`src/sv/assert_macros.svh`:
```
// Assertion macros shared by the burst energy detector RTL.
// No dependencies; included by the files that carry assertions.
`ifndef ASSERT_MACROS_SVH
`define ASSERT_MACROS_SVH

// Same-cycle implication: whenever ante holds, cons holds too.
`define BED_ASSERT_IMP(label, clk, rst, ante, cons) \
   label: assert property (@(posedge clk) disable iff (rst) (ante) |-> (cons)) \
      else $error("same-cycle check failed");

// Next-cycle implication: whenever ante holds, cons holds in the next cycle.
`define BED_ASSERT_NXT(label, clk, rst, ante, cons) \
   label: assert property (@(posedge clk) disable iff (rst) (ante) |=> (cons)) \
      else $error("next-cycle check failed");

`endif

```
`src/sv/bed_pkg.sv`:
```
// Types and constants of the burst energy detector.
// No dependencies; used by bed_divider and burst_energy_detector.
package bed_pkg;

   localparam int unsigned MIN_WINDOW   = 128;
   localparam int unsigned WINDOW_SCALE = 1000;

   localparam logic [31:0] MIN_WINDOW_CNT = 32'(MIN_WINDOW);
   localparam logic [31:0] WINDOW_SPAN    = 32'(WINDOW_SCALE * MIN_WINDOW);

   localparam int unsigned DIVIDEND_W = 58;
   localparam int unsigned DIVISOR_W  = 32;
   localparam int unsigned QCOUNT_W   = $clog2(DIVIDEND_W + 1);

   localparam int unsigned CSR_W       = 16;
   localparam int unsigned CSR_INDEX_W = 2;

   localparam logic [15:0] SIGMA_RESET = 16'd1024;
   localparam logic [15:0] POS_RESET   = 16'd4;
   localparam logic [15:0] NEG_RESET   = 16'd16;

   typedef enum logic [CSR_INDEX_W-1:0] {
      CSR_TRIGGER_SIGMA = 2'd0,
      CSR_POS_REQUIRED  = 2'd1,
      CSR_NEG_REQUIRED  = 2'd2
   } bed_csr_type;

   typedef enum logic [3:0] {
      ST_IDLE,
      ST_EVAL,
      ST_START,
      ST_MUL,
      ST_NUM,
      ST_MAG,
      ST_DIV,
      ST_TRIG,
      ST_TLVL
   } bed_state_type;

   typedef enum logic [1:0] {
      CH_I,
      CH_Q,
      CH_NOISE
   } bed_chan_type;

   typedef struct packed {
      logic                  start;
      logic [DIVIDEND_W-1:0] dividend;
      logic [DIVISOR_W-1:0]  divisor;
   } bed_div_ctrl_type;

   typedef struct packed {
      logic                  busy;
      logic                  done;
      logic [DIVIDEND_W-1:0] quotient;
   } bed_div_sts_type;

endpackage

```
`src/sv/bed_divider.sv`:
```
// Restoring unsigned divider, one quotient bit per cycle.
// Depends on bed_pkg for widths and the control and status structs.
module bed_divider (
   input  logic                      clock,
   input  logic                      reset,
   input  bed_pkg::bed_div_ctrl_type div_ctrl,
   output bed_pkg::bed_div_sts_type  div_sts
);
   import bed_pkg::*;

   logic                  busy_ff, busy_in;
   logic                  done_ff, done_in;
   logic [QCOUNT_W-1:0]   count_ff, count_in;
   logic [DIVISOR_W-1:0]  rem_ff, rem_in;
   logic [DIVIDEND_W-1:0] quo_ff, quo_in;
   logic [DIVISOR_W-1:0]  divisor_ff, divisor_in;

   logic [DIVISOR_W:0]    shifted;
   logic [DIVISOR_W+1:0]  trial;
   logic                  fit;

   always_comb begin
      shifted = {rem_ff, quo_ff[DIVIDEND_W-1]};
      trial   = {1'b0, shifted} - {2'b00, divisor_ff};
      fit     = ~trial[DIVISOR_W+1];

      busy_in    = busy_ff;
      done_in    = 1'b0;
      count_in   = count_ff;
      rem_in     = rem_ff;
      quo_in     = quo_ff;
      divisor_in = divisor_ff;

      if (div_ctrl.start) begin
         busy_in    = 1'b1;
         count_in   = QCOUNT_W'(DIVIDEND_W);
         rem_in     = '0;
         quo_in     = div_ctrl.dividend;
         divisor_in = div_ctrl.divisor;
      end else if (busy_ff) begin
         rem_in   = fit ? trial[DIVISOR_W-1:0] : shifted[DIVISOR_W-1:0];
         quo_in   = {quo_ff[DIVIDEND_W-2:0], fit};
         count_in = count_ff - QCOUNT_W'(1);
         if (count_ff == QCOUNT_W'(1)) begin
            busy_in = 1'b0;
            done_in = 1'b1;
         end
      end
   end

   always_ff @(posedge clock) begin
      if (reset) begin
         busy_ff  <= 1'b0;
         done_ff  <= 1'b0;
         count_ff <= '0;
      end else begin
         busy_ff  <= busy_in;
         done_ff  <= done_in;
         count_ff <= count_in;
      end
   end

   always_ff @(posedge clock) begin
      rem_ff     <= rem_in;
      quo_ff     <= quo_in;
      divisor_ff <= divisor_in;
   end

   assign div_sts.busy     = busy_ff;
   assign div_sts.done     = done_ff;
   assign div_sts.quotient = quo_ff;

endmodule

```
`config.mk`:
```
export PLATFORM = sky130hd
export DESIGN_NAME = bed_divider
export DESIGN_NICKNAME = d
export VERILOG_FILES = /design/src/sv/assert_macros.svh /design/src/sv/bed_pkg.sv /design/src/sv/bed_divider.sv
export SDC_FILE = /design/constraint.sdc
export NUM_CORES = 1
export LEC_CHECK = 0
export BUFFER_PORTS_ARGS = -buffer_cell sky130_fd_sc_hd__buf_2
export CAP_MARGIN = 20
export CORE_MARGIN = 3
export CORE_UTILIZATION = 25
export CTS_BUF_LIST = sky130_fd_sc_hd__clkbuf_4 sky130_fd_sc_hd__clkbuf_8
export CTS_CLUSTER_DIAMETER = 120
export DETAILED_ROUTE_END_ITERATION = 8
export REMOVE_ABC_BUFFERS = 1
export SLEW_MARGIN = 5
export SYNTH_ARGS = -nofsm -noshare
export SYNTH_HDL_FRONTEND = slang
export SYNTH_SLANG_ARGS = --single-unit
```
`constraint.sdc`:
```
create_clock -name clock -period 4.9 [get_ports clock]
set_input_delay 0.49 -clock clock [delete_from_list [all_inputs] [get_ports clock]]
set_output_delay 0.49 -clock clock [all_outputs]
set_load 0.02 [all_outputs]
```
== Yosys cells after proc, flatten, opt, wreduce, memory -nomap -nowiden ==
Index checks and enable logic that the tools add are counted.

* Logic and storage cells: 24
* Register bits after elaboration: 130
* Bits of input ports: 93
* Output and inout port bits: 60

* Reduce and logical (&&, ||, !) cells: 3
* Bitwise logic cells: 2
* Eq/ne operators: 1
* Multiplexer cells: 9
* Add/subtract/negate cells: 2

{| class="wikitable"
|+ Operator list
! operator !! number
|-
| 58-bit two-way mux || 2
|-
| 33-bit by 32-bit subtractor with 34-bit output || 1
|-
| 32-bit two-way mux || 1
|-
| 6-bit two-way mux || 2
|-
| 6-bit by 1-bit equality test with 1-bit output (second input constant) || 1
|-
| 6-bit by 1-bit subtractor with 6-bit output (second input constant) || 1
|-
| 1-bit two-way mux || 4
|-
| 3-bit OR reduction || 1
|-
| 1-bit NOT || 2
|-
| 2-bit nonzero test || 1
|-
| 2-bit OR reduction || 1
|}

== Longest topological paths before layout ==
Gate-level depths: netlist of run 1.

* Depth after elaboration: 4
* Gate-level depth with buffers: 13
* Gate-level depth less buffers: 13

== Worst setup path after synthesis of run 1 ==
No wires, ideal clock.

* Path type: register to register
* Start: register quo_ff[57]
* End: register rem_ff[28]
* Required time: 4.769 ns
* Buffers on the path: 0
* Clock period less this slack: 2.721 ns
* Data arrival time: 2.591 ns
* Library setup time: 0.131 ns
* Cell stages (with the launch flop): 14
* Setup slack: 2.179 ns
* Cell sequence: edfxtp_1 > inv_1 > ha_1 > inv_1 > fa_1 > a211oi_1 > nor2_1 > o21ai_1 > o21bai_1 > a31oi_1 > o21ai_0 > a21oi_1 > xor2_1 > o31ai_1

* Word-level cells in the longest chain between the ends: 2

{| class="wikitable"
|+ RTL lines
! element !! RTL line !! RTL
|-
| start: declaration || bed_divider.sv:15 || <nowiki>logic [DIVIDEND_W-1:0] quo_ff, quo_in;</nowiki>
|-
| start signal: assignment || bed_divider.sv:65 || <nowiki>quo_ff <= quo_in;</nowiki>
|-
| 33-bit by 32-bit subtractor with 34-bit output || bed_divider.sv:24 || <nowiki>trial = {1'b0, shifted} - {2'b00, divisor_ff};</nowiki>
|-
| 32-bit two-way mux || bed_divider.sv:41 || <nowiki>rem_in = fit ? trial[DIVISOR_W-1:0] : shifted[DIVISOR_W-1:0];</nowiki>
|-
| end signal: assignment || bed_divider.sv:64 || <nowiki>rem_ff <= rem_in;</nowiki>
|-
| end: declaration || bed_divider.sv:14 || <nowiki>logic [DIVISOR_W-1:0] rem_ff, rem_in;</nowiki>
|}

Every way passes these cells.
A chain may end at the register's enable or synchronous reset.

== Worst setup path in the final report of run 1 ==
* Start: register divisor_ff[1]
* End: register quo_ff[0] (data pin)

* Word-level cells in the longest chain between the ends: 4

{| class="wikitable"
|+ RTL lines
! element !! RTL line !! RTL
|-
| start: declaration || bed_divider.sv:16 || <nowiki>logic [DIVISOR_W-1:0] divisor_ff, divisor_in;</nowiki>
|-
| start signal: assignment || bed_divider.sv:66 || <nowiki>divisor_ff <= divisor_in;</nowiki>
|-
| 33-bit by 32-bit subtractor with 34-bit output || bed_divider.sv:24 ||
|-
| 1-bit NOT || bed_divider.sv:25 || <nowiki>fit = ~trial[DIVISOR_W+1];</nowiki>
|-
| 58-bit two-way mux || bed_divider.sv:40 || <nowiki>end else if (busy_ff) begin</nowiki>
|-
| 58-bit two-way mux || bed_divider.sv:34 || <nowiki>if (div_ctrl.start) begin</nowiki>
|-
| net quo_in[0] || bed_divider.sv:15 ||
|}

The timed path passes the listed nets, and every way through them passes these cells. The select of a mux whose other input is x is not followed.

==> flow_summary.toml, run 1 <==
[floorplan]
num_rows = 60
die_x_um = 173
die_area_um2 = 29800
initial_core_util = 0.256
die_h_um = 173
coreArea_um2 = 27100
io_pins = 153

[yosys]
ys_seq_area_frac = 0.505
ys_ff_latch = 130
synth_ff_type = "edfxtp_1"
muxShareOfSynthArea = 0.106
syn_inst = 638
yosysWarningCount = 0
synth.avg_cell_area_um2 = 10.9
synth_edf_count = 90
synth-adder-area-share = 0.0642
async_flop_share = 0
synth_compound_area_frac = 0.131
syn_area_um2 = 6940
synth.distinct_cells = 59
synth_xor_xnor_area_share = 0.0391
synth_top_family_by_area = "compound AO/OA/AOI/OAI gates"
synth_simple_gate_area_frac = 0.112

[layout]
drive_above_1_share = 0.322
layout.nets = 913
syn_to_final_growth_pct = 23.0
stdcell_count = 1170
fillCellCount = 2821
antennaDiodeCount = 0

[placed_design]
gp_congestion = 0.811
dp_cells = 1136
dp_hpwl_um = 12300
numPortBuffers = 152
dp_slack_ps = 1670

[global_route]
grt_antenna_before_repair = 1
grt_pass1_vias = 5493
overflow = 0
grt_max_degree = 59
grt_pass1_wl_um = 28200
track_usage = 0.117

[power_and_ir_drop]
powerDensity_nw_per_um2 = 333
irDropWorstVdd_mv = 0.166
p_leak_nw = 3.54

[clock_network]
cts_hold_buf = 0
htreeDepth = 4
cts_tree = "done"
cts_resized = 0
clk_latency_ps = 440
clk_pin_slew_ps = 80
post_cts_buffers = 0
clk_path_buf_depth = 2
cts_root_buf = "clkbuf_8"
clock_sinks = 130
numCtsBuffers = 17

[detailed_routing]
detail_route.first_pass.iterations = 5
num_vias = 5257
finalWirelength_um = 17300
drtIter0Drc = 388
post_drt_wl_per_cell_um = 14.8
ant_nets = 0
viasPerCell = 4.49
drc_errors = 0

[timing]
setup_slack_ps = 1700
period_share = 0.653
slew_headroom = 0.495
rsz0062_at_grt = "false"
setup_viol = 0
drv_slew = 0
max_freq_mhz = 312
tightestPinTransition_ps = 758
skew_ps = 15.0
whs_ps = 220
setup-tns-final_ps = 0
finalHoldViolCount = 0
min_period_ps = 3200

[job]
maxCapViolations = 0

[critical_path]
cp_max_fo = 27
worstSetupStartpoint = "divisor_ff[1]$_DFFE_PP_"
cp-endpoint = "quo_ff[0]$_DFFE_PP_"
cp-start-kind = "register"
worst-endpoint-required_ps = 5090
crit_path_end_kind = "register"
worstRegToRegCells = 10
reg2reg_to = "quo_ff[0]$_DFFE_PP_"
r2r_slack_ps = 1700
crit_type = "reg2reg"
cp_data_arrival_time_ps = 3390
r2r_start = "divisor_ff[1]$_DFFE_PP_"

[min_path]
hold_class = "in2reg"

[run_status]
outcome = "completed"
worst max-delay path, cell delays in order, from the launching register on:
cell	delay (ps)
edfxtp_1	360
inv_1	110
ha_1	230
nor2b_1	140
o2111ai_1	220
nand4b_1	220
o21ai_2	220
a21boi_2	80
o211ai_2	190
nand3_2	620
mux2_2	550
area by class of cell:
cell class	instances	area, µm²	area share
clock buffers	21	277	0.0324
clock inverters	11	153	0.0179
inverters	41	154	0.0180
multi-input cells	436	3140	0.368
flip-flops and latches	130	3500	0.410
well taps	372	465	0.0545
repair buffers	159	843	0.0988
through the flow:
step / total power [W] / util / instance area, µm²
floorplan: 0.00169 / - / 6800
global placement: 0.00187 / 0.298 / 8060
detailed placement: 0.00187 / 0.298 / 8060
CTS: 0.00289 / 0.313 / 8490
global route: 0.00299 / 0.315 / 8530
finish: 0.00284 / 0.315 / 8530
kinds of logic (layout without fill, tap and decap cells):
kind of cell / count (synthesis) / count (layout)
DFF: 130 / 130
buffers and inverters: 72 / 232
xor gates and xnor gates: 31 / 31
and+or+nand+nor: 170 / 170
muxes: 66 / 66
AOI/OAI and AO/OA: 134 / 134
adders and majority gates: 35 / 35
flip-flops by register name (all words and copies together) (netlist names):
signal and count:
rem_ff 32, count_ff 6, busy_ff 1, divisor_ff 32
done_ff 1, quo_ff 58
worst min-delay path by stage:
stage,start,to,depth (start not counted)
after global placement,rem_ff[23]$_SDFFE_PP0P_,rem_ff[23]$_SDFFE_PP0P_,2
after global routing,div_ctrl[24],divisor_ff[24]$_DFFE_PP_,1
final,div_ctrl[5],divisor_ff[5]$_DFFE_PP_,1
after CTS,div_ctrl[18],divisor_ff[18]$_DFFE_PP_,1
after detailed placement,rem_ff[23]$_SDFFE_PP0P_,rem_ff[23]$_SDFFE_PP0P_,2
after floorplan,rem_ff[17]$_SDFFE_PP0P_,rem_ff[17]$_SDFFE_PP0P_,2
metal layers:
metal,global-route usage,vias to the layer above,part of all wire
li1,-,2632,-
met2,0.190,156,0.47
met3,0.0389,16,0.067
met4,0.0375,2,0.013
met1,0.146,2451,0.45
met5,0,-,0.00075
report_power, final:
part | internal [W] | switching (W)
clock | 0.000545 | 0.000446
combinational | 0.000215 | 0.000303
sequential | 0.00128 | 0.0000496
synth_stat cells, types with 2 or more instances:
library cell  instances  area [µm²]
o21ai_1               2        10.0
xnor2_1              17         149
clkbuf_1             20        75.1
and3_1                5        31.3
buf_4                 3        22.5
a311oi_1             15         131
nor2_1               55         206
nor2b_1               2        12.5
o21bai_1              7        52.6
dfxtp_1              40         801
nand4_1               9        56.3
a21o_1               12        90.1
a22oi_1               5        37.5
inv_1                41         154
xor2_1               14         123
mux2i_1               8        80.1
o21ai_0              27         135
edfxtp_1             90        2700
or3_1                 5        31.3
a21oi_1              27         135
nand3_1               7        35.0
a31oi_1               6        37.5
buf_1                 2        7.51
o21a_1                3        22.5
a211oi_1              6        45.0
nand2_1              63         236
o2111ai_1             2        17.5
ha_1                 34         425
nor4b_1               2        17.5
nand4b_1              2        17.5
and4_1                3        26.3
mux2_2               58         653
o31ai_1               7        52.6
nor3_1               10        50.1
buf_2                 5        25.0
placed cells by master (no fill, tap or decap), types with 2 or more instances in the layout:
cell          n
a211oi_1      6
a21o_1       12
a21oi_1      27
a22oi_1       5
a311oi_1     15
a31oi_1       6
and3_1        5
and4_1        3
buf_2       151
buf_4         6
bufinv_16     3
clkbuf_4      2
clkbuf_8     19
clkinv_4      3
clkinvlp_4    3
dfxtp_1      40
edfxtp_1     90
ha_1         34
inv_1        40
mux2_2       58
mux2i_1       8
nand2_1      63
nand3_1       7
nand4_1       9
nand4b_1      2
nor2_1       55
nor2b_1       2
nor3_1       10
nor4b_1       2
o2111ai_1     2
o21a_1        3
o21ai_0      27
o21ai_1       2
o21bai_1      7
o31ai_1       7
or3_1         5
xnor2_1      17
xor2_1       14
No activity file was read; power rests on OpenSTA's default activity.
==> run 2, diff against run 1 <==
--- a/config.mk
+++ b/config.mk
@@ -5,6 +5,7 @@
 export SDC_FILE = /design/constraint.sdc
 export NUM_CORES = 1
 export LEC_CHECK = 0
+export ABC_AREA = 1
 export BUFFER_PORTS_ARGS = -buffer_cell sky130_fd_sc_hd__buf_2
 export CAP_MARGIN = 20
 export CORE_MARGIN = 3
==> constraint.sdc (replaced) <==
create_clock -name clock -period 2.8 [get_ports clock]
set_input_delay 0.28 -clock clock [delete_from_list [all_inputs] [get_ports clock]]
set_output_delay 0.28 -clock clock [all_outputs]
set_load 0.02 [all_outputs]
==> run 2 against run 1 <==
  * Via count increased by 40%
  * Synthesized area increased by 16%
  * Combinational power rose by 41%
  * Critical path type unchanged
  * First-iteration DRC count shrank 0.26%
  * Cell count increased by 46%
  * Wire length up 31%
  * Die area is 15% higher
  * Critical path depth up 5
  * Fmax up 28%
==> flow_summary.toml, run 2 <==
[timing]
rsz0062_at_grt = "false"
min_period_ps = 2490
finalHoldViolCount = 0
setup-tns-final_ps = 0
setup_viol = 0
slew_headroom = 0.449
drv_slew = 0
period_share = 0.891
tightestPinTransition_ps = 826
skew_ps = 17.9
max_freq_mhz = 401

[yosys]
yosysWarningCount = 0
synth_top_area_frac = 0.337
synth_compound_area_frac = 0.0307
yosysMostFrequentCell = "nand2_1"
synth_simple_gate_area_frac = 0.348
synth_top_family_by_area = "simple AND/OR/NAND/NOR gates"
ys_seq_area_frac = 0.436
async_flop_share = 0
syn_area_um2 = 8030
syn_inst = 1117
synth_area_leader_cell = "edfxtp_1"
muxShareOfSynthArea = 0
synth_ff_type = "edfxtp_1"
ys_ff_latch = 130
synth_commonest_cells = "483 x nand2_1, 192 x inv_1, 91 x nand3_1, 90 x edfxtp_1, 48 x nor2_1"
synth.distinct_cells = 35
synth_area_leaders = "edfxtp_1 34%, nand2_1 23%, dfxtp_1 10%"
synth.avg_cell_area_um2 = 7.19
synth_edf_count = 90
synth_xor_xnor_area_share = 0.0153
synth-adder-area-share = 0.0555

[detailed_routing]
finalWirelength_um = 22700
viasPerCell = 4.30
num_vias = 7340
post_drt_wl_per_cell_um = 13.3
drtIter0Drc = 387
detail_route.first_pass.iterations = 5
ant_nets = 0
drc_errors = 0

[clock_network]
clk_pin_slew_ps = 80
clock_sinks = 130
post_cts_buffers = 0
clk_path_buf_depth = 2
numCtsBuffers = 17
cts_root_buf = "clkbuf_8"
clk_latency_ps = 460
cts_tree = "done"
htreeDepth = 4
cts_resized = 0

[global_route]
overflow = 0
grt_antenna_before_repair = 0
grt_pass1_wl_um = 37300
grt_max_degree = 76
grt_pass1_vias = 7317
track_usage = 0.136

[power_and_ir_drop]
p_leak_nw = 5.28
powerDensity_nw_per_um2 = 465
irDropWorstVdd_mv = 0.292

[critical_path]
crit_type = "reg2reg"
worst-endpoint-required_ps = 3130
crit_path_end_kind = "register"
cp-start-kind = "register"
cp_data_arrival_time_ps = 2820
cp_max_fo = 19

[layout]
regMostFlops = "quo_ff"
layout.nets = 1424
reg_top3 = "quo_ff x58, divisor_ff x32, rem_ff x32"
final_cell_mix = "483 x nand2_1, 191 x inv_1, 151 x buf_2, 91 x nand3_1, 90 x edfxtp_1"
mostFrequentLayoutCell = "nand2_1"
largest_register_ffs = 58
antennaDiodeCount = 0
stdcell_count = 1705
drive_above_1_share = 0.170
syn_to_final_growth_pct = 22.7
fin_area_um2 = 9850

[floorplan]
die_h_um = 185
coreArea_um2 = 31100
die_x_um = 185
initial_core_util = 0.258
io_pins = 153
die_area_um2 = 34300
num_rows = 64

[placed_design]
gp_congestion = 0.916
placed_area_um2 = 9210
dp_cells = 1645
numPortBuffers = 152
dp_hpwl_um = 17200

[min_path]
hold_class = "in2reg"

[run_status]
outcome = "completed"

[job]
maxCapViolations = 0
## run 2: what timing repair did
action                                  in CTS  in global routing
endpoints found under the setup margin       0                  0
endpoints found under the hold margin       21                  7
hold buffers                                21                  7
## run 2: kinds of logic after synthesis
kind of cell | count (synthesis)
AO/OA/AOI/OAI | 44
XOR/XNOR | 14
adder cells (fa/ha/maj) | 35
buffers and inverters | 228
flip-flops | 130
AND/OR/NAND/NOR | 666
## run 2: path summary, 6_finish.rpt
path / to / slack [ps] / depth (start not counted) / startpoint
setup / recovery: rem_ff[8]$_SDFFE_PP0P_ / 310 / 15 / divisor_ff[8]$_DFFE_PP_
hold / removal: divisor_ff[31]$_DFFE_PP_ / 30 / 1 / div_ctrl[31]
setup reg to reg: rem_ff[8]$_SDFFE_PP0P_ / 310 / 15 / divisor_ff[8]$_DFFE_PP_
hold reg to reg: rem_ff[20]$_SDFFE_PP0P_ / 470 / 2 / rem_ff[20]$_SDFFE_PP0P_
## run 2: final cells by class
class,count,area [µm²]
fill,3388,21300
sequential,130,3500
tap,396,495
clock buffer,17,234
timing repair buffer,190,1130
multi-input combinational,759,3610
inverter,198,743
clock inverter,15,134
## run 2: worst max-delay path, cell delays in order (launching register included)
cell,delay [ps]
edfxtp_1,340
inv_1,50
ha_1,350
nand2_2,150
inv_1,50
nand2_1,60
nand2_1,90
inv_2,70
nand3_2,130
nand2_1,130
nand2_2,80
nand2_4,220
buf_4,320
nand3_1,130
nand3_1,130
o21ai_1,80
## run 2: per-stage QoR
step	worst slack [ps]	utilization	power, W	hold slack (ps)
finish	305	0.316	0.00459	26.3
CTS	280	0.314	0.00465	1.32
global route	77.1	0.316	0.00484	1.22
global placement	326	0.296	0.00303	457
detailed placement	308	0.296	0.00303	458
floorplan	53.7	-	0.00274	349
## run 2: where the power goes
part | internal (W) | total (W) | leakage (nW) | switching (W)
sequential | 0.00222 | 0.00228 | 1.23 | 0.0000668
combinational | 0.000261 | 0.000730 | 3.86 | 0.000469
clock | 0.000654 | 0.00157 | 0.184 | 0.000919
total | 0.00313 | 0.00459 | 5.28 | 0.00145
## run 2: per-layer routing
metal | GRT usage | share of wire
met1 | 0.176 | 0.46
met2 | 0.223 | 0.46
met3 | 0.0389 | 0.064
met4 | 0.0369 | 0.015
met5 | 0 | 0
==> run 3, diff against run 2 <==
--- a/config.mk
+++ b/config.mk
@@ -8,11 +8,12 @@
 export ABC_AREA = 1
 export BUFFER_PORTS_ARGS = -buffer_cell sky130_fd_sc_hd__buf_2
 export CAP_MARGIN = 20
-export CORE_MARGIN = 3
-export CORE_UTILIZATION = 25
+export CORE_MARGIN = 5
+export CORE_UTILIZATION = 50
 export CTS_BUF_LIST = sky130_fd_sc_hd__clkbuf_4 sky130_fd_sc_hd__clkbuf_8
 export CTS_CLUSTER_DIAMETER = 120
 export DETAILED_ROUTE_END_ITERATION = 8
+export PLACE_DENSITY = 0.76
 export REMOVE_ABC_BUFFERS = 1
 export SLEW_MARGIN = 5
 export SYNTH_ARGS = -nofsm -noshare
==> run 3 against run 2 <==
  * Fmax rose by 4.9%
  * Worst setup slack better by 120 ps
  * Critical path type unchanged
  * Global-route usage up 9.8 points
  * Sequential power hardly changed
  * Critical endpoint is now rem_ff[20]$_SDFFE_PP0P_
  * Combinational power decreased by 0.8%
  * Sequential share of layout area grew 0.66 points
  * Clock-buffer cell count grew 5
  * Cell count is 10% lower
  * Via count increased by 0.57%
  * Clock power is essentially flat
  * Register-to-register slack improved by 120 ps
==> flow_summary.toml, run 3 (same netlist as run 2, synthesis figures left out) <==
[run_status]
outcome = "completed"

[global_route]
track_usage = 0.234
grt_pass1_wl_um = 34500
grt_max_degree = 57
grt_pass1_vias = 7259
overflow = 0
grt_antenna_before_repair = 0

[detailed_routing]
num_vias = 7382
post_drt_wl_per_cell_um = 13.7
finalWirelength_um = 21000
viasPerCell = 4.83
detail_route.first_pass.iterations = 5
drc_errors = 0
drtIter0Drc = 520
ant_nets = 0

[timing]
skew_ps = 15.7
rsz0062_at_grt = "false"
setup_viol = 0
setup-tns-final_ps = 0
drv_slew = 0
period_share = 0.849
max_freq_mhz = 421
min_period_ps = 2380
finalHoldViolCount = 0
slew_headroom = 0.695
tightestPinTransition_ps = 458

[power_and_ir_drop]
p_clk_frac = 0.346
sw_frac_of_total = 0.285
powerDensity_nw_per_um2 = 476
irDropWorstVdd_mv = 0.566
intPower_w = 0.00329
p_leak_nw = 5.30
power_switching_w = 0.00131
power.share.sequential = 0.497
p_comb_frac = 0.157

[critical_path]
crit_type = "reg2reg"
crit_path_end_kind = "register"
cp-start-kind = "register"
cp_max_fo = 18
critPathMaxStageDelay_ps = 370
crit_path_cell_trace = "inv_1, ha_1, nand2_2, inv_1, nand2_1, nand2_1, inv_2, nand3_2, nand2_1, nand2_2, nand2_4, buf_4, nand3_1, nand2_1, inv_1, nand2_1, nand2_1"
cp_data_arrival_time_ps = 2720
cpMaxStageDelayCell = "edfxtp_1"
crit_top_cell = "nand2_1"
worst-endpoint-required_ps = 3140

[layout]
drive_above_1_share = 0.170
final_cell_mix = "483 x nand2_1, 191 x inv_1, 151 x buf_2, 91 x nand3_1, 90 x edfxtp_1"
reg_top3 = "quo_ff x58, divisor_ff x32, rem_ff x32"
layout.nets = 1426
mostFrequentLayoutCell = "nand2_1"
stdcell_count = 1527
antennaDiodeCount = 0
syn_to_final_growth_pct = 20.5
largest_register_ffs = 58
fin_area_um2 = 9680
regMostFlops = "quo_ff"

[floorplan]
num_rows = 46
initial_core_util = 0.507
coreArea_um2 = 15800
io_pins = 153
die_h_um = 137
die_area_um2 = 18700
die_x_um = 137

[clock_network]
clk_pin_slew_ps = 80
clk_path_buf_depth = 2
cts_resized = 0
htreeDepth = 4
numCtsBuffers = 17
post_cts_buffers = 0
clk_latency_ps = 450
cts_root_buf = "clkbuf_8"
cts_tree = "done"
cts_hold_buf = 28
clock_sinks = 130

[placed_design]
gp_congestion = 1.00
numPortBuffers = 152
dp_cells = 1465
placed_area_um2 = 8980
dp_hpwl_um = 15900

[job]
maxCapViolations = 0

[min_path]
hold_class = "in2reg"
==> run 3: changes by cell type in the layout (fill, tap and decap cells not counted), sizes merged <==
cell / previous run / this run
dlygate4sd3: 28 / 30
inv: 209 / 201
clkbuf: 17 / 22
bufinv: 0 / 1
clkinvlp: 2 / 1
clkinv: 2 / 5
==> run 3: power groups by stage <==
| stage | logic (W) | clock network, W | registers [W] |
|---|---|---|---|
| final | 0.000724 | 0.00159 | 0.00229 |
| after global routing | 0.000807 | 0.00171 | 0.00231 |
| after CTS | 0.000726 | 0.00162 | 0.00229 |
| after detailed placement | 0.000693 | 0 | 0.00233 |
| after global placement | 0.000682 | 0 | 0.00233 |
| after floorplan | 0.000306 | 0 | 0.00243 |
==> run 3: final timing paths <==
| kind | start | to | slack, ps | depth (start not counted) |
|---|---|---|---|---|
| worst min-delay path | reset | count_ff[4]$_SDFFE_PP0P_ | 30 | 2 |
| worst max-delay path | divisor_ff[8]$_DFFE_PP_ | rem_ff[20]$_SDFFE_PP0P_ | 420 | 17 |
| worst min register to register | rem_ff[18]$_SDFFE_PP0P_ | rem_ff[18]$_SDFFE_PP0P_ | 470 | 2 |
| worst max register to register | divisor_ff[8]$_DFFE_PP_ | rem_ff[20]$_SDFFE_PP0P_ | 420 | 17 |
==> run 3: per-layer routing <==
metal  track usage  wire, µm  up-vias
met5             0         0        -
met4        0.0594       295        0
met3        0.0596      1440       22
met2         0.392      9810      229
met1         0.302      9420     3313
li1              -         -     3818
==> run 3: cell type report <==
cell class | count | area (µm²)
Tap cell | 216 | 270
Sequential cell | 130 | 3500
Clock inverter | 10 | 97.6
Clock buffer | 22 | 297
Multi-Input combinational cell | 759 | 3610
Fill cell | 1458 | 6150
Inverter | 198 | 743
Timing Repair Buffer | 192 | 1150
==> run 3: critical path, delay by kind of cell (launching register included) <==
kind                       cells  cell delay (ps)
adders and majority gates      1              290
buffers and inverters          5              540
DFF                            1              370
and+or+nand+nor               11             1060
==> run 3: stage by stage <==
| step | hold slack (ps) | setup WS (ps) | utilization | power, W |
|---|---|---|---|---|
| 3_5_place_dp | 458 | 433 | 0.567 | 0.00302 |
| 2_1_floorplan | 349 | 53.7 | - | 0.00274 |
| 6_report | 33.6 | 423 | 0.611 | 0.00461 |
| 4_1_cts | 0.517 | 419 | 0.610 | 0.00464 |
| 5_1_grt | 8.44 | 184 | 0.611 | 0.00482 |
| 3_3_place_gp | 457 | 434 | 0.567 | 0.00301 |
